<file path="src/rtl/core/wah_bitmap_encoder_core_macros.svh">
// ----------------------------------------------------------------------------
// WAH bitmap encoder assertion macros
// Concurrent assertion shorthands shared by the encoder modules.
// ----------------------------------------------------------------------------
`ifndef WAH_BITMAP_ENCODER_CORE_MACROS_SVH
`define WAH_BITMAP_ENCODER_CORE_MACROS_SVH

`ifndef NO_ASSERTIONS

// Same-cycle implication, idle while reset is low.
`define WBE_ASSERT_IMPLY(lbl, clk, rst_n, ante, cons, msg) \
    lbl: assert property (@(posedge clk) disable iff (!rst_n) (ante) |-> (cons)) \
        else $error(msg);

// Next-cycle implication, idle while reset is low.
`define WBE_ASSERT_NEXT(lbl, clk, rst_n, ante, cons, msg) \
    lbl: assert property (@(posedge clk) disable iff (!rst_n) (ante) |=> (cons)) \
        else $error(msg);

`else

`define WBE_ASSERT_IMPLY(lbl, clk, rst_n, ante, cons, msg)

`define WBE_ASSERT_NEXT(lbl, clk, rst_n, ante, cons, msg)

`endif

`endif

</file>
<file path="src/rtl/core/wbe_pkg.sv">
// ----------------------------------------------------------------------------
// WAH bitmap encoder package
// Widths, item types, command format and state encodings of the encoder.
// ----------------------------------------------------------------------------
package wbe_pkg;

    localparam int GROUP_BITS_DEF = 63;
    localparam int POS_BITS       = 63;
    localparam int WORD_BITS      = 64;
    localparam int COUNT_BITS     = 62;
    localparam int OFF_BITS       = 6;
    localparam int REM_BITS       = 6;
    localparam int MUL_BITS       = 32;
    localparam int CMD_DEPTH_DEF  = 2;
    localparam int RES_DEPTH_DEF  = 4;

    typedef struct packed {
        logic [POS_BITS-1:0] position;
        logic                final_item;
    } t_in_item;

    typedef struct packed {
        logic [WORD_BITS-1:0] code_word;
        logic                 run_end;
    } t_out_item;

    // first: no set open; orbit: lands in or behind the open group; next: lands past it
    typedef enum logic [1:0] {
        CMD_FIRST,
        CMD_ORBIT,
        CMD_NEXT
    } t_cmd_kind;

    typedef struct packed {
        t_cmd_kind             kind;
        logic                  final_item;
        logic                  bit_ok;
        logic [OFF_BITS-1:0]   offset;
        logic [COUNT_BITS-1:0] gap;
    } t_cmd;

    typedef enum logic {
        FS_CLASSIFY,
        FS_DIVIDE
    } t_front_state;

    typedef enum logic [2:0] {
        BS_IDLE,
        BS_CLOSE_NEXT,
        BS_ZFILL,
        BS_CLOSE_FIN,
        BS_FLUSH
    } t_back_state;

endpackage

</file>
<file path="src/rtl/core/wbe_queue.sv">
// ----------------------------------------------------------------------------
// WAH bitmap encoder queue
// Small first-word-fall-through queue of register entries.
// ----------------------------------------------------------------------------
`include "wah_bitmap_encoder_core_macros.svh"

module wbe_queue #(
    parameter int WIDTH = 1,
    parameter int DEPTH = 2
) (
    input  logic             i_clk,
    input  logic             i_rst_n,
    input  logic             i_push,
    input  logic [WIDTH-1:0] i_data,
    output logic             o_full,
    input  logic             i_pop,
    output logic [WIDTH-1:0] o_data,
    output logic             o_empty
);

    localparam int PTR_W = $clog2(DEPTH);
    localparam int CNT_W = $clog2(DEPTH + 1);
    localparam logic [PTR_W-1:0] PTR_LAST = PTR_W'(DEPTH - 1);
    localparam logic [CNT_W-1:0] CNT_FULL = CNT_W'(DEPTH);

    logic [WIDTH-1:0] r_mem [DEPTH];
    logic [PTR_W-1:0] r_wr_ptr, n_wr_ptr;
    logic [PTR_W-1:0] r_rd_ptr, n_rd_ptr;
    logic [CNT_W-1:0] r_count,  n_count;
    logic             push_ok;
    logic             pop_ok;

    assign o_full  = (r_count == CNT_FULL);
    assign o_empty = (r_count == '0);
    assign o_data  = r_mem[r_rd_ptr];
    assign push_ok = i_push && !o_full;
    assign pop_ok  = i_pop && !o_empty;

    always_comb begin
        n_wr_ptr = r_wr_ptr;
        n_rd_ptr = r_rd_ptr;
        n_count  = r_count;
        if (push_ok) begin
            n_wr_ptr = (r_wr_ptr == PTR_LAST) ? '0 : r_wr_ptr + PTR_W'(1);
        end
        if (pop_ok) begin
            n_rd_ptr = (r_rd_ptr == PTR_LAST) ? '0 : r_rd_ptr + PTR_W'(1);
        end
        if (push_ok && !pop_ok) begin
            n_count = r_count + CNT_W'(1);
        end else if (pop_ok && !push_ok) begin
            n_count = r_count - CNT_W'(1);
        end
    end

    always_ff @(posedge i_clk) begin
        if (!i_rst_n) begin
            r_wr_ptr <= '0;
            r_rd_ptr <= '0;
            r_count  <= '0;
        end else begin
            r_wr_ptr <= n_wr_ptr;
            r_rd_ptr <= n_rd_ptr;
            r_count  <= n_count;
        end
    end

    always_ff @(posedge i_clk) begin
        if (push_ok) begin
            r_mem[r_wr_ptr] <= i_data;
        end
    end

    `WBE_ASSERT_IMPLY(a_count_bound, i_clk, i_rst_n, 1'b1, r_count <= CNT_FULL, "queue count past depth")

endmodule

</file>
<file path="src/rtl/core/wbe_div.sv">
// ----------------------------------------------------------------------------
// WAH bitmap encoder group divider
// Splits an offset into whole groups and a remainder by reciprocal multiply.
// ----------------------------------------------------------------------------
module wbe_div #(
    parameter int GROUP_BITS = wbe_pkg::GROUP_BITS_DEF
) (
    input  logic                          i_clk,
    input  logic                          i_rst_n,
    input  logic                          i_start,
    input  logic [wbe_pkg::POS_BITS-1:0]  i_dividend,
    output logic                          o_busy,
    output logic [wbe_pkg::POS_BITS-1:0]  o_quotient,
    output logic [wbe_pkg::REM_BITS-1:0]  o_remainder
);

    localparam int MB    = wbe_pkg::MUL_BITS;
    localparam int PW    = wbe_pkg::POS_BITS;
    localparam int RW    = wbe_pkg::REM_BITS;
    localparam int ACC_W = 4 * MB;
    localparam int CNT_W = 3;

    typedef logic [2*MB-1:0]  t_prod;
    typedef logic [ACC_W-1:0] t_acc;
    typedef logic [RW:0]      t_low;
    typedef logic [2*RW+1:0]  t_low_prod;

    // Step codes: four partial products, then the correction.
    localparam logic [CNT_W-1:0] ST_LL  = CNT_W'(5);
    localparam logic [CNT_W-1:0] ST_LH  = CNT_W'(4);
    localparam logic [CNT_W-1:0] ST_HL  = CNT_W'(3);
    localparam logic [CNT_W-1:0] ST_HH  = CNT_W'(2);
    localparam logic [CNT_W-1:0] ST_FIX = CNT_W'(1);

    // floor(2^63 / G): the estimate is never high and at most one low.
    localparam t_prod         RECIP    = (t_prod'(1) << PW) / t_prod'(GROUP_BITS);
    localparam logic [MB-1:0] RECIP_LO = RECIP[MB-1:0];
    localparam logic [MB-1:0] RECIP_HI = RECIP[2*MB-1:MB];
    localparam t_low          G_LOW    = t_low'(GROUP_BITS);
    localparam logic [PW-1:0] QUO_ONE  = PW'(1);

    logic [CNT_W-1:0] r_cnt;
    logic [PW-1:0]    r_x;
    t_acc             r_acc, n_acc;
    logic [PW-1:0]    r_quo, n_quo;
    logic [RW-1:0]    r_rem, n_rem;

    logic [MB-1:0]    x_lo;
    logic [MB-1:0]    x_hi;
    logic [MB-1:0]    mul_a;
    logic [MB-1:0]    mul_b;
    t_prod            mul_p;
    logic [PW-1:0]    q_est;
    t_low_prod        qg_low;
    t_low             rem_low;

    assign o_busy      = (r_cnt != '0);
    assign o_quotient  = r_quo;
    assign o_remainder = r_rem;

    assign x_lo    = r_x[MB-1:0];
    assign x_hi    = MB'(r_x[PW-1:MB]);
    assign mul_p   = t_prod'(mul_a) * t_prod'(mul_b);
    assign q_est   = r_acc[PW +: PW];
    // The true remainder is below 2G, so the low bits of the difference do.
    assign qg_low  = t_low_prod'(q_est[RW:0]) * t_low_prod'(G_LOW);
    assign rem_low = r_x[RW:0] - qg_low[RW:0];

    always_comb begin : p_operands
        mul_a = x_lo;
        mul_b = RECIP_LO;
        if (r_cnt == ST_HL || r_cnt == ST_HH) begin
            mul_a = x_hi;
        end
        if (r_cnt == ST_LH || r_cnt == ST_HH) begin
            mul_b = RECIP_HI;
        end
    end

    // Accumulate one 32x32 partial product a cycle, then correct the estimate.
    always_comb begin : p_step
        n_acc = r_acc;
        n_quo = r_quo;
        n_rem = r_rem;
        unique case (r_cnt)
            ST_LL: begin
                n_acc = r_acc + t_acc'(mul_p);
            end
            ST_LH, ST_HL: begin
                n_acc = r_acc + (t_acc'(mul_p) << MB);
            end
            ST_HH: begin
                n_acc = r_acc + (t_acc'(mul_p) << (2 * MB));
            end
            ST_FIX: begin
                if (rem_low >= G_LOW) begin
                    n_quo = q_est + QUO_ONE;
                    n_rem = RW'(rem_low - G_LOW);
                end else begin
                    n_quo = q_est;
                    n_rem = rem_low[RW-1:0];
                end
            end
            default: begin
                n_acc = r_acc;
            end
        endcase
    end

    always_ff @(posedge i_clk) begin
        if (!i_rst_n) begin
            r_cnt <= '0;
        end else if (i_start) begin
            r_cnt <= ST_LL;
        end else if (o_busy) begin
            r_cnt <= r_cnt - CNT_W'(1);
        end
    end

    always_ff @(posedge i_clk) begin
        if (i_start) begin
            r_x   <= i_dividend;
            r_acc <= '0;
        end else if (o_busy) begin
            r_acc <= n_acc;
            r_quo <= n_quo;
            r_rem <= n_rem;
        end
    end

endmodule

</file>
<file path="src/rtl/core/wbe_front.sv">
// ----------------------------------------------------------------------------
// WAH bitmap encoder front end
// Takes positions, tracks the open group and issues encode commands.
// ----------------------------------------------------------------------------
`include "wah_bitmap_encoder_core_macros.svh"

module wbe_front #(
    parameter int GROUP_BITS = wbe_pkg::GROUP_BITS_DEF
) (
    input  logic              i_clk,
    input  logic              i_rst_n,
    input  logic              i_push,
    input  wbe_pkg::t_in_item i_item,
    output logic              o_full,
    output logic              o_cmd_push,
    output wbe_pkg::t_cmd     o_cmd,
    input  logic              i_cmd_full
);

    typedef logic [wbe_pkg::WORD_BITS:0]   t_diff;
    typedef logic [wbe_pkg::WORD_BITS-1:0] t_word;
    typedef logic [wbe_pkg::POS_BITS-1:0]  t_pos;
    typedef logic [wbe_pkg::OFF_BITS-1:0]  t_off;

    localparam t_diff G_DIFF = t_diff'(GROUP_BITS);
    localparam t_word G_WORD = t_word'(GROUP_BITS);
    localparam t_pos  G_POS  = t_pos'(GROUP_BITS);
    localparam t_off  G_LAST = t_off'(GROUP_BITS - 1);
    localparam t_word G_END0 = t_word'(GROUP_BITS - 1);

    wbe_pkg::t_front_state r_state, n_state;
    logic                  r_hold_valid, n_hold_valid;
    logic                  r_started, n_started;
    t_word                 r_group_end, n_group_end;
    t_pos                  r_pos;
    logic                  r_fin;

    t_diff                        ge_minus_p;
    t_pos                         dividend;
    logic                         is_orbit;
    logic                         is_fast;
    logic                         in_range;
    t_off                         fast_off;
    t_off                         slow_off;
    t_word                        fast_ge;
    t_word                        slow_ge;
    t_word                        new_ge;
    logic                         release_item;
    logic                         accept;
    logic                         div_start;
    logic                         div_busy;
    t_pos                         div_quo;
    logic [wbe_pkg::REM_BITS-1:0] div_rem;

    wbe_div #(
        .GROUP_BITS (GROUP_BITS)
    ) u_div (
        .i_clk       (i_clk),
        .i_rst_n     (i_rst_n),
        .i_start     (div_start),
        .i_dividend  (dividend),
        .o_busy      (div_busy),
        .o_quotient  (div_quo),
        .o_remainder (div_rem)
    );

    // Negative difference means the position lies past the open group; its
    // complement is then the distance past the group end, less one.
    assign ge_minus_p = {1'b0, r_group_end} - {2'b00, r_pos};
    assign dividend   = r_started ? ~ge_minus_p[wbe_pkg::POS_BITS-1:0] : r_pos;
    assign is_orbit   = r_started && !ge_minus_p[wbe_pkg::WORD_BITS];
    assign in_range   = (ge_minus_p < G_DIFF);
    assign is_fast    = is_orbit || (dividend < G_POS);
    assign fast_off   = is_orbit ? ge_minus_p[wbe_pkg::OFF_BITS-1:0]
                                 : G_LAST - dividend[wbe_pkg::OFF_BITS-1:0];
    assign slow_off   = G_LAST - div_rem;
    assign fast_ge    = (is_orbit || !r_started) ? r_group_end : r_group_end + G_WORD;
    assign slow_ge    = {1'b0, r_pos} + t_word'(slow_off);

    assign o_full = r_hold_valid && !release_item;
    assign accept = i_push && !o_full;

    always_comb begin
        n_state      = r_state;
        n_started    = r_started;
        n_group_end  = r_group_end;
        release_item = 1'b0;
        div_start    = 1'b0;
        o_cmd_push   = 1'b0;
        new_ge       = fast_ge;

        o_cmd.kind       = is_orbit ? wbe_pkg::CMD_ORBIT
                         : (r_started ? wbe_pkg::CMD_NEXT : wbe_pkg::CMD_FIRST);
        o_cmd.final_item = r_fin;
        o_cmd.bit_ok     = is_orbit && in_range;
        o_cmd.offset     = fast_off;
        o_cmd.gap        = '0;

        unique case (r_state)
            wbe_pkg::FS_CLASSIFY: begin
                if (r_hold_valid) begin
                    if (is_fast) begin
                        if (!i_cmd_full) begin
                            o_cmd_push   = 1'b1;
                            release_item = 1'b1;
                        end
                    end else begin
                        div_start = 1'b1;
                        n_state   = wbe_pkg::FS_DIVIDE;
                    end
                end
            end
            wbe_pkg::FS_DIVIDE: begin
                o_cmd.offset = slow_off;
                o_cmd.gap    = div_quo[wbe_pkg::COUNT_BITS-1:0];
                new_ge       = slow_ge;
                if (!div_busy && !i_cmd_full) begin
                    o_cmd_push   = 1'b1;
                    release_item = 1'b1;
                    n_state      = wbe_pkg::FS_CLASSIFY;
                end
            end
            default: begin
                n_state = wbe_pkg::FS_CLASSIFY;
            end
        endcase

        // Drop back to the reset group after the final item of a set.
        if (release_item) begin
            n_started   = !r_fin;
            n_group_end = r_fin ? G_END0 : new_ge;
        end

        n_hold_valid = accept || (r_hold_valid && !release_item);
    end

    always_ff @(posedge i_clk) begin
        if (!i_rst_n) begin
            r_state      <= wbe_pkg::FS_CLASSIFY;
            r_hold_valid <= 1'b0;
            r_started    <= 1'b0;
            r_group_end  <= G_END0;
        end else begin
            r_state      <= n_state;
            r_hold_valid <= n_hold_valid;
            r_started    <= n_started;
            r_group_end  <= n_group_end;
        end
    end

    always_ff @(posedge i_clk) begin
        if (accept) begin
            r_pos <= i_item.position;
            r_fin <= i_item.final_item;
        end
    end

    `WBE_ASSERT_NEXT(a_div_runs, i_clk, i_rst_n, div_start, div_busy, "divider not busy after start")
    `WBE_ASSERT_IMPLY(a_div_holds, i_clk, i_rst_n, r_state == wbe_pkg::FS_DIVIDE, r_hold_valid, "dividing with no item held")

endmodule

</file>
<file path="src/rtl/core/wbe_back.sv">
// ----------------------------------------------------------------------------
// WAH bitmap encoder back end
// Builds the open literal, merges one-fills and emits code words.
// ----------------------------------------------------------------------------
`include "wah_bitmap_encoder_core_macros.svh"

module wbe_back #(
    parameter int GROUP_BITS = wbe_pkg::GROUP_BITS_DEF
) (
    input  logic               i_clk,
    input  logic               i_rst_n,
    input  logic               i_cmd_valid,
    input  wbe_pkg::t_cmd      i_cmd,
    output logic               o_cmd_pop,
    input  logic               i_res_full,
    output logic               o_res_push,
    output wbe_pkg::t_out_item o_res
);

    typedef logic [GROUP_BITS-1:0]             t_lit;
    typedef logic [wbe_pkg::COUNT_BITS-1:0]    t_count;
    typedef logic [wbe_pkg::WORD_BITS-1:0]     t_word;

    localparam t_lit       LIT_ONE    = t_lit'(1);
    localparam t_lit       LIT_ONES   = '1;
    localparam t_count     COUNT_MAX  = '1;
    localparam logic [1:0] FILL_ONES  = 2'b11;
    localparam logic [1:0] FILL_ZEROS = 2'b10;

    wbe_pkg::t_back_state r_state, n_state;
    t_lit                 r_lit, n_lit;
    t_count               r_held, n_held;
    wbe_pkg::t_cmd        r_cmd, n_cmd;

    logic  step_en;
    logic  lit_ones;
    logic  held_nz;
    logic  held_max;
    logic  close_done;
    t_lit  head_bit;
    t_lit  cmd_bit;
    t_word ones_word;
    t_word lit_word;
    t_word zf_word;

    assign step_en   = !i_res_full;
    assign lit_ones  = (r_lit == LIT_ONES);
    assign held_nz   = (r_held != '0);
    assign held_max  = (r_held == COUNT_MAX);
    assign head_bit  = LIT_ONE << i_cmd.offset;
    assign cmd_bit   = LIT_ONE << r_cmd.offset;
    assign ones_word = {FILL_ONES, r_held};
    assign lit_word  = t_word'(r_lit);
    assign zf_word   = {FILL_ZEROS, r_cmd.gap};

    always_comb begin
        n_state         = r_state;
        n_lit           = r_lit;
        n_held          = r_held;
        n_cmd           = r_cmd;
        close_done      = 1'b0;
        o_cmd_pop       = 1'b0;
        o_res_push      = 1'b0;
        o_res.code_word = ones_word;
        o_res.run_end   = 1'b0;

        if (step_en) begin
            unique case (r_state)
                wbe_pkg::BS_IDLE: begin
                    if (i_cmd_valid) begin
                        o_cmd_pop = 1'b1;
                        n_cmd     = i_cmd;
                        unique case (i_cmd.kind)
                            wbe_pkg::CMD_FIRST: begin
                                if (i_cmd.gap != '0) begin
                                    n_state = wbe_pkg::BS_ZFILL;
                                end else begin
                                    n_lit   = head_bit;
                                    n_state = i_cmd.final_item ? wbe_pkg::BS_CLOSE_FIN
                                                               : wbe_pkg::BS_IDLE;
                                end
                            end
                            wbe_pkg::CMD_ORBIT: begin
                                if (i_cmd.bit_ok) begin
                                    n_lit = r_lit | head_bit;
                                end
                                n_state = i_cmd.final_item ? wbe_pkg::BS_CLOSE_FIN
                                                           : wbe_pkg::BS_IDLE;
                            end
                            wbe_pkg::CMD_NEXT: begin
                                n_state = wbe_pkg::BS_CLOSE_NEXT;
                            end
                            default: begin
                                n_state = wbe_pkg::BS_IDLE;
                            end
                        endcase
                    end
                end
                wbe_pkg::BS_CLOSE_NEXT, wbe_pkg::BS_CLOSE_FIN: begin
                    // Merge an all-ones literal, else flush the held fill first.
                    if (lit_ones) begin
                        close_done = 1'b1;
                        if (held_nz && !held_max) begin
                            n_held = r_held + t_count'(1);
                        end else begin
                            o_res_push = held_nz;
                            n_held     = t_count'(1);
                        end
                    end else if (held_nz) begin
                        o_res_push = 1'b1;
                        n_held     = '0;
                    end else begin
                        o_res_push      = 1'b1;
                        o_res.code_word = lit_word;
                        o_res.run_end   = (r_state == wbe_pkg::BS_CLOSE_FIN);
                        close_done      = 1'b1;
                    end
                    if (close_done) begin
                        if (r_state == wbe_pkg::BS_CLOSE_FIN) begin
                            if (lit_ones) begin
                                n_state = wbe_pkg::BS_FLUSH;
                            end else begin
                                n_lit   = '0;
                                n_state = wbe_pkg::BS_IDLE;
                            end
                        end else if (r_cmd.gap != '0) begin
                            n_state = wbe_pkg::BS_ZFILL;
                        end else begin
                            n_lit   = cmd_bit;
                            n_state = r_cmd.final_item ? wbe_pkg::BS_CLOSE_FIN
                                                       : wbe_pkg::BS_IDLE;
                        end
                    end
                end
                wbe_pkg::BS_ZFILL: begin
                    o_res_push = 1'b1;
                    if (held_nz) begin
                        n_held = '0;
                    end else begin
                        o_res.code_word = zf_word;
                        n_lit           = cmd_bit;
                        n_state         = r_cmd.final_item ? wbe_pkg::BS_CLOSE_FIN
                                                           : wbe_pkg::BS_IDLE;
                    end
                end
                wbe_pkg::BS_FLUSH: begin
                    o_res_push    = held_nz;
                    o_res.run_end = 1'b1;
                    n_held        = '0;
                    n_lit         = '0;
                    n_state       = wbe_pkg::BS_IDLE;
                end
                default: begin
                    n_state = wbe_pkg::BS_IDLE;
                end
            endcase
        end
    end

    always_ff @(posedge i_clk) begin
        if (!i_rst_n) begin
            r_state <= wbe_pkg::BS_IDLE;
            r_lit   <= '0;
            r_held  <= '0;
        end else begin
            r_state <= n_state;
            r_lit   <= n_lit;
            r_held  <= n_held;
        end
    end

    always_ff @(posedge i_clk) begin
        r_cmd <= n_cmd;
    end

    `WBE_ASSERT_IMPLY(a_flush_held, i_clk, i_rst_n, r_state == wbe_pkg::BS_FLUSH, held_nz, "flush with no one-fill held")
    `WBE_ASSERT_IMPLY(a_push_room, i_clk, i_rst_n, o_res_push, !i_res_full, "word emitted into full queue")

endmodule

</file>
<file path="src/rtl/core/wah_bitmap_encoder_core.sv">
// ----------------------------------------------------------------------------
// WAH bitmap encoder core
// Encodes increasing set-bit positions into 64-bit word-aligned-hybrid words.
// ----------------------------------------------------------------------------
//
//  channel   handshake            payload                         direction
//  --------  -------------------  ------------------------------  ---------
//  input     push / full          i_item  (position, final_item)  in
//  result    empty / pop          o_result (code_word, run_end)   out
//
// Rate: an item inside the open group streams at one per cycle while the
// command queue has room. The back takes a command, then emits up to 4
// words for it in turn. A jump past empty groups holds the front to divide.
// Reset: synchronous, active low; clears every control register at once.
// Stalls: full is high while the front divides or the command queue is full;
// the back halts on a full result queue, which backs up into the front.
//
module wah_bitmap_encoder_core #(
    parameter int GROUP_BITS = wbe_pkg::GROUP_BITS_DEF,
    parameter int CMD_DEPTH  = wbe_pkg::CMD_DEPTH_DEF,
    parameter int RES_DEPTH  = wbe_pkg::RES_DEPTH_DEF
) (
    input  logic               i_clk,
    input  logic               i_rst_n,
    input  logic               push,
    input  wbe_pkg::t_in_item  i_item,
    output logic               full,
    output logic               empty,
    input  logic               pop,
    output wbe_pkg::t_out_item o_result
);

    localparam int CMD_W = $bits(wbe_pkg::t_cmd);
    localparam int RES_W = $bits(wbe_pkg::t_out_item);

    // front to back command queue
    logic               cmd_push;
    wbe_pkg::t_cmd      cmd_in;
    logic               cmd_full;
    logic               cmd_pop;
    wbe_pkg::t_cmd      cmd_head;
    logic               cmd_empty;

    // back to result queue
    logic               res_push;
    wbe_pkg::t_out_item res_in;
    logic               res_full;

    // Front: hold one position, classify it against the open group and
    // divide long gaps into whole empty groups.
    wbe_front #(
        .GROUP_BITS (GROUP_BITS)
    ) u_front (
        .i_clk      (i_clk),
        .i_rst_n    (i_rst_n),
        .i_push     (push),
        .i_item     (i_item),
        .o_full     (full),
        .o_cmd_push (cmd_push),
        .o_cmd      (cmd_in),
        .i_cmd_full (cmd_full)
    );

    // Decouple classification from word emission so either side can stall.
    wbe_queue #(
        .WIDTH (CMD_W),
        .DEPTH (CMD_DEPTH)
    ) u_cmd_queue (
        .i_clk   (i_clk),
        .i_rst_n (i_rst_n),
        .i_push  (cmd_push),
        .i_data  (cmd_in),
        .o_full  (cmd_full),
        .i_pop   (cmd_pop),
        .o_data  (cmd_head),
        .o_empty (cmd_empty)
    );

    // Back: own the literal and the held one-fill, emit at most one word a cycle while the result queue has room.
    wbe_back #(
        .GROUP_BITS (GROUP_BITS)
    ) u_back (
        .i_clk       (i_clk),
        .i_rst_n     (i_rst_n),
        .i_cmd_valid (!cmd_empty),
        .i_cmd       (cmd_head),
        .o_cmd_pop   (cmd_pop),
        .i_res_full  (res_full),
        .o_res_push  (res_push),
        .o_res       (res_in)
    );

    // Result queue: the oldest word sits on o_result while empty is low.
    wbe_queue #(
        .WIDTH (RES_W),
        .DEPTH (RES_DEPTH)
    ) u_res_queue (
        .i_clk   (i_clk),
        .i_rst_n (i_rst_n),
        .i_push  (res_push),
        .i_data  (res_in),
        .o_full  (res_full),
        .i_pop   (pop),
        .o_data  (o_result),
        .o_empty (empty)
    );

endmodule

</file>
<file path="config.mk">
export PLATFORM = sky130hd
export DESIGN_NAME = wah_bitmap_encoder_core
export DESIGN_NICKNAME = d
export VERILOG_FILES = /design/src/rtl/core/wbe_pkg.sv /design/src/rtl/core/wbe_queue.sv /design/src/rtl/core/wbe_div.sv /design/src/rtl/core/wbe_front.sv /design/src/rtl/core/wbe_back.sv /design/src/rtl/core/wah_bitmap_encoder_core.sv
export VERILOG_INCLUDE_DIRS = /design/src /design/src/rtl/core
export SDC_FILE = /design/constraint.sdc
export NUM_CORES = 2
export LEC_CHECK = 0
export BUFFER_PORTS_ARGS = -buffer_cell sky130_fd_sc_hd__buf_2
export CAP_MARGIN = 30
export CORE_ASPECT_RATIO = 0.5
export CORE_MARGIN = 1
export CORE_UTILIZATION = 59
export DETAILED_ROUTE_END_ITERATION = 7
export HOLD_SLACK_MARGIN = 0.05
export PLACE_DENSITY = 0.79
export SLEW_MARGIN = 10
export SYNTH_ARGS = -nofsm -noshare
export SYNTH_HDL_FRONTEND = slang
export SYNTH_SLANG_ARGS = --single-unit
export TNS_END_PERCENT = 100
</file>
<file path="constraint.sdc">
create_clock -name i_clk -period 10.8 [get_ports i_clk]
set_input_delay 2.7 -clock i_clk [delete_from_list [all_inputs] [get_ports i_clk]]
set_output_delay 2.7 -clock i_clk [all_outputs]
set_load 0.03 [all_outputs]
</file>
* After elaboration in Yosys (flattened, before gate mapping) *
Memories as Yosys holds them, arrays and structs flattened. A register that Yosys moved wholly into a read port is not among the register bits.
Cells that the tools add are included.

operators by class
  add/subtract/negate cells = 21
  multiply operators = 2
  magnitude comparators = 3
  equality and inequality tests = 26
  shift operators = 2
  multiplexer cells = 83
  bitwise gates (word level) = 7
  reduce and logical (&&, ||, !) cells = 58

operator list
  cell                     count
  $mux W63                 10
  $pmux W128 S3            1
  $pmux W63 S4             1
  $mux W62                 4
  $mux W65                 3
  $mux W64                 3
  $pmux W62 S3             1
  $reduce_bool A62 Y1      3
  $add A128 B128 Y128      1
  $add A128 B64 Y128       1
  $add A128 B96 Y128       1
  $pmux W64 S2             1
  $pmux W63 S2             1
  $shl A1 B6 Y63 const A   2
  $add A62 B1 Y62 const B  2
  $mux W68                 1
  $lt A65 B6 Y1 const B    1
  $sub A64 B63 Y65         1
  $add A63 B6 Y64          1
  $add A64 B6 Y64 const B  1
  $mul A32 B32 Y64         1
  $eq A63 B63 Y1 const B   1
  $lt A63 B6 Y1 const B    1
  $not A63 Y63             1
  45 further kinds         158

storage, ports and cells
  register bits = 601
  RAM bits = 404
  input bits = 68
  output and inout bits = 67
  memories = 2

memory list
  name               depth  bits a word  rd ports  clocked after memory_dff  wr ports  RTL line         RTL
  u_res_queue.r_mem  4      65           1         1                         1         wbe_queue.sv:26  logic [WIDTH-1:0] r_mem [DEPTH];
  u_cmd_queue.r_mem  2      72           1         1                         1         wbe_queue.sv:26

* Longest topological paths before layout *
  depth in word-level cells = 13
  gate-level depth with buffers = 52
  depth with buffers taken out = 47

* Modules after synthesis *
Synthesis repeated with hierarchy kept, for this count alone.

second synthesis, totals
  cell total of the unflattened synthesis = 8,582
  area, all modules = 78,393.9 µm²

modules (own cells, without submodules)
  module                   times used  cells an instance  area each (µm²)  sequential area each (µm²)
  wbe_div                  1           4,614              37,328.3         6,526.3
  wbe_front                1           1,974              14,315.0         3,263.1
  wbe_back                 1           1,354              11,394.7         4,634.4
  wbe_queue (u_res_queue)  1           390                9,899.5          7,987.7
  wbe_queue (u_cmd_queue)  1           249                5,452.7          4,424.2
  wah_bitmap_encoder_core  1           1                  3.8              0.0

* Worst setup path after synthesis *
OpenSTA, ideal clock, no wires.

  path kind = flip-flop to flip-flop
  start point = register u_front.u_div.r_cnt[0]
  end point = register u_front.u_div.r_acc[117]
  library setup time = 0.120 ns
  data arrival time = 11.278 ns
  slack = -0.598 ns
  cell stages (with the launch flop) = 47
  buffers on the path = 4
  path through = dfxtp_1 > inv_1 > ha_1 > o21bai_1 > clkbuf_1 > clkbuf_1 > clkbuf_1 > mux2i_1 > mux2i_1 > ha_1 > xor2_1 > ha_1 > ha_1 > ha_1 > inv_1 > fa_1 > fa_1 > inv_1 > [11 not listed] > a21o_1 > a21oi_1 > xnor2_1 > ha_1 > a21o_1 > a21o_1 > a21oi_1 > o21ai_0 > a221oi_1 > o221a_2 > o31ai_1 > a221oi_1 > clkbuf_1 > nor4_1 > xnor2_1 > a2111o_1 > o21ai_0 > a21oi_1

on the way
  longest elaborated chain between the ends = 6

ends and longest elaborated chain
  item                                         RTL line                      RTL
  from (decl)                                  wbe_div.sv:42                 logic [CNT_W-1:0] r_cnt;
  from (signal assigned)                       wbe_div.sv:116                r_cnt <= r_cnt - CNT_W'(1);
  $eq A3 B2 Y1 (tied with other cells)         wbe_div.sv:72, wbe_div.sv:85
  $logic_or A1 B1 Y1 (on tied branches)        wbe_div.sv:72, wbe_div.sv:75
  $mux W32 / $mux W28 (equally long branches)  wbe_div.sv:72, wbe_div.sv:75
  $mul A32 B32 Y64                             wbe_div.sv:63                 assign mul_p = t_prod'(mul_a) * t_prod'(mul_b);
  $add A128 B128 Y128 (tied with other cells)  wbe_div.sv:93                 n_acc = r_acc + (t_acc'(mul_p) << (2 * MB));
  $pmux W128 S3                                wbe_div.sv:85                 unique case (r_cnt)
  to (signal assigned)                         wbe_div.sv:125                r_acc <= n_acc;
  to (decl)                                    wbe_div.sv:44                 t_acc r_acc, n_acc;

Several ways; a longest one is shown, not always the timed one.
A chain may end at the register's enable or synchronous reset.

* Final worst setup path *
  start point = register u_front.u_div.r_cnt[0]
  end point = register u_front.u_div.r_acc[115]

The elaborated chain is that of the path after synthesis.

==> metrics.md <==
| Metric | Value |
|---|---|
| Outcome | finished with violations |
| Failing checks | DRC |
| Post-synth EDFFs | 668 |
| Crit path DAT | 10.92 ns |
| First-pass GRT wire length | 376400 microns |
| Fin. max-slew vios | 0 |
| Critical path launch point type | register |
| RSZ-0062 raised after global routing | yes |
| Die height | 253.7 microns |
| Clk_lat worst skew | 0.75 ns |
| Tightest Pin Transition | 1.133 ns |
| Clock Root Buffer | clkbuf_16 |
| Initial antenna violation count | 14 |
| H-tree depth | 3 |
| Slowest cell on crit path | fa_1 |
| GR Overflow Total | 0 |
| Setup violations, final | 0 |
| Mapped cell area | 74740 sq um |
| Die footprint | approximately 130000 sq um |
| Wire length per cell | 25.78 microns |
| Placer Congestion | between 1 and 1.5 |
| WL final | 254800 microns |
| Period utilisation layout | 0.9593 |
| Fraction of registers with async set/reset | 0 |
| Worst path max stage delay | 0.54 ns |
| Core Area | 124400 sq um |
| Vias in the first global route | 60360 |
| Required time of the worst setup path | approximately 11 ns |
| WP buf/inv | 13 |
| Global routing's busiest layer | met2 |
| Relative slew margins | 0.2383 |
| Register area share after synthesis | 0.3584 |
| Synth unique cells | 89 |
| Cts hold-fix bufs | 0 |
| Seq cells post-synth | 1004 |
| Crit. End Element | register |
| Final ANT Viol Nets | 0 |
| First drt pass iteration count | 8 |
| Hold_sp | u_front.u_div.r_acc[1] |
| Port bufs | 134 |
| Top FF cell, synth | edfxtp_1 |
| Post-route DRC | 20 |
| Area grow syn2layout | 9.392% |
| Number of CTS-inserted buffers | 89 |
| Initial DRC Count | 8684 |
| Starting density of the core | 0.6005 |
| WS Path Type | register to register |
| FF-to-FF Start | u_front.u_div.r_cnt[0] |
| Met1 Usage GRT | 0.5525 |
| Via density per instance | 6.630 |
| Max-cap violations | 0 |
| Most Frequent Cell on Critical Path | buf_4 |
| Routed vias | approximately 66000 |
| Syn avg cell area | ~9.3 sq um |
| Largest net degree at the start of global routing | 77 |
| CTS tree | done |
| Clock buffer depth | 3 |
| Nets | 8974 |
| Worst Hold Class | register to register |
| Util after Layout | 0.6569 |
| GR Layer Usage met2 | 0.5666 |
| CP max FO | 8 |
| Fmax | 0.09652 GHz |
| DP HPWL | 194600 microns |
| Cells after synthesis | 8005 |
| Clock transition at path regs | 0.06 ns |
| Worst Skew | 0.05936 ns |
| CP delay by family, top | compound AO/OA/AOI/OAI gates |
| CTS Sinks | ~1000 |
| Tmin final | about 10 ns |
| Placement Rows | 91 |
| All-Layer GR Usage | 0.3872 |
| Ratio of cells with drive above 1 in the final layout | 0.1014 |
| I/O pin count | 135 |
| Met3 GRT Util | 0.1038 |
| Die W | about 510 microns |
| Final hold vios | 0 |
| Fillers | 9993 |
| Synth Warn # | 0 |
| Critical Path Start | u_front.u_div.r_cnt[0] |
worst min-delay path, delay by kind of cell, from the launching register on:
family | cells | cell delay, ns
compound gates | 1 | 0.05
flops | 1 | 0.31
simple gates | 1 | 0.05
Yosys cell counts, types with 29 or more instances:
cell type	count	area share
fa_1	209	0.056
nor4_1	124	0.010
xor2_1	202	0.024
mux4_2	65	0.020
and3_1	82	0.0069
inv_1	578	0.029
o211a_1	33	0.0044
o21ai_0	379	0.025
a22oi_1	127	0.013
a221oi_1	29	0.0034
nor2_1	628	0.032
nor3_1	205	0.014
nand2b_1	50	0.0042
or2_2	35	0.0029
a211oi_1	100	0.010
o211ai_1	119	0.012
clkbuf_1	370	0.019
and2_1	109	0.0091
edfxtp_1	668	0.27
o21a_1	51	0.0051
xnor2_1	313	0.037
o21bai_1	117	0.012
buf_1	32	0.0016
nor2b_1	38	0.0032
a21oi_1	621	0.042
nand2_1	582	0.029
a21o_1	219	0.022
a31oi_1	63	0.0053
dfxtp_1	336	0.090
o31ai_1	31	0.0031
o221ai_1	35	0.0041
nand3_1	189	0.013
mux2_2	73	0.011
mux2i_1	88	0.012
or3_1	65	0.0054
nand4_1	167	0.014
ha_1	566	0.095
or4_1	29	0.0029
metal layers:
metal / part of all wire / up-vias
met5: 0.00038 / -
met3: 0.13 / 538
met4: 0.036 / 16
li1: - / 29500
met2: 0.42 / 3801
met1: 0.42 / 31670
state kept, by name, summed over array words and instances (netlist names), 2 cells and up, named ones only:
register,count
u_front.u_div.o_quotient,62
u_cmd_queue.r_mem,144
u_back.r_held,62
u_front.u_div.r_cnt,3
u_front.u_div.r_acc,124
u_cmd_queue.r_count,2
u_front.r_group_end,64
u_back.r_lit,63
u_res_queue.r_wr_ptr,2
u_res_queue.r_count,3
u_front.r_pos,63
u_front.u_div.r_x,63
u_back.r_cmd,69
u_res_queue.r_mem,260
u_res_queue.r_rd_ptr,2
u_back.r_state,3
u_front.u_div.o_remainder,6
logic make-up (layout without fill, tap and decap cells):
logic type                 after synthesis  in the layout  share of synthesized area
DFF                                   1004           1004                     0.3584
AOI/OAI and AO/OA                     2125           2125                     0.1844
other                                    2             65                  0.0001005
muxes                                  226            226                    0.04237
xor gates and xnor gates               516            516                    0.06066
and+or+nand+nor                       2368           2368                     0.1534
adders and majority gates              775            775                     0.1507
buffers and inverters                  989           1131                    0.04996
stage by stage:
step / setup TNS (ns) / hold WS, ns / worst slack, ns / instance area, sq um / std cells
6_report: 0 / 0.4632 / 0.4395 / 81750 / 9884
5_1_grt: -0.2330 / 0.5070 / -0.06155 / 81750 / 9882
4_1_cts: 0 / 0.4652 / 0.03747 / 81290 / 9872
3_5_place_dp: -4.097 / 0.4564 / -0.3140 / 78230 / 9702
3_3_place_gp: -0.05452 / 0.4450 / -0.03131 / 78140 / 9694
2_1_floorplan: 0 / 0.4362 / 0.04123 / 74970 / 8066
path summary, 6_finish.rpt:
kind / slack, ns / endpoint / depth (start not counted)
setup reg to reg: 0.44 / u_front.u_div.r_acc[115] / 49
hold reg to reg: 0.46 / u_front.u_div.r_acc[1] / 2
setup / recovery: 0.44 / u_front.u_div.r_acc[115] / 49
hold / removal: 0.46 / u_front.u_div.r_acc[1] / 2
final cells by class:
cell class	instances	area (sq um)	area share
Timing Repair Buffer	384	2711	0.03316
Sequential cell	1004	26800	0.3278
Clock buffer	120	2487	0.03043
Tap cell	1674	2095	0.02562
Multi-Input combinational cell	6073	44940	0.5497
Antenna cell	2	5.005	0.00006122
Clock inverter	48	536.8	0.006566
Inverter	579	2176	0.02661
placed cells by master, fill, tap and decap left out, types with 126 or more instances in the layout:
cell	synthesis	routed
edfxtp_1	668	668
a22oi_1	127	126
nand4_1	167	167
a21o_1	219	218
nand2_1	582	580
buf_2	5	135
buf_4	2	237
nor3_1	205	201
fa_1	209	209
dfxtp_1	336	330
nor2_1	628	619
o21ai_0	379	367
inv_1	578	577
xor2_1	202	202
a21oi_1	621	613
ha_1	566	558
xnor2_1	313	310
nand3_1	189	188
timing repair:
action / CTS / global route
endpoints found under the setup margin: 40 / 66
buffers inserted: 2 / 6
hold endpoints to repair: 0 / 0
gates resized for setup: 4 / 81
pin swaps: 1 / 10
gates cloned: 0 / 1
Power is left out: the tool's default activity adds up to more than one toggle a clock period on the data nets, which glitch-free logic cannot reach.
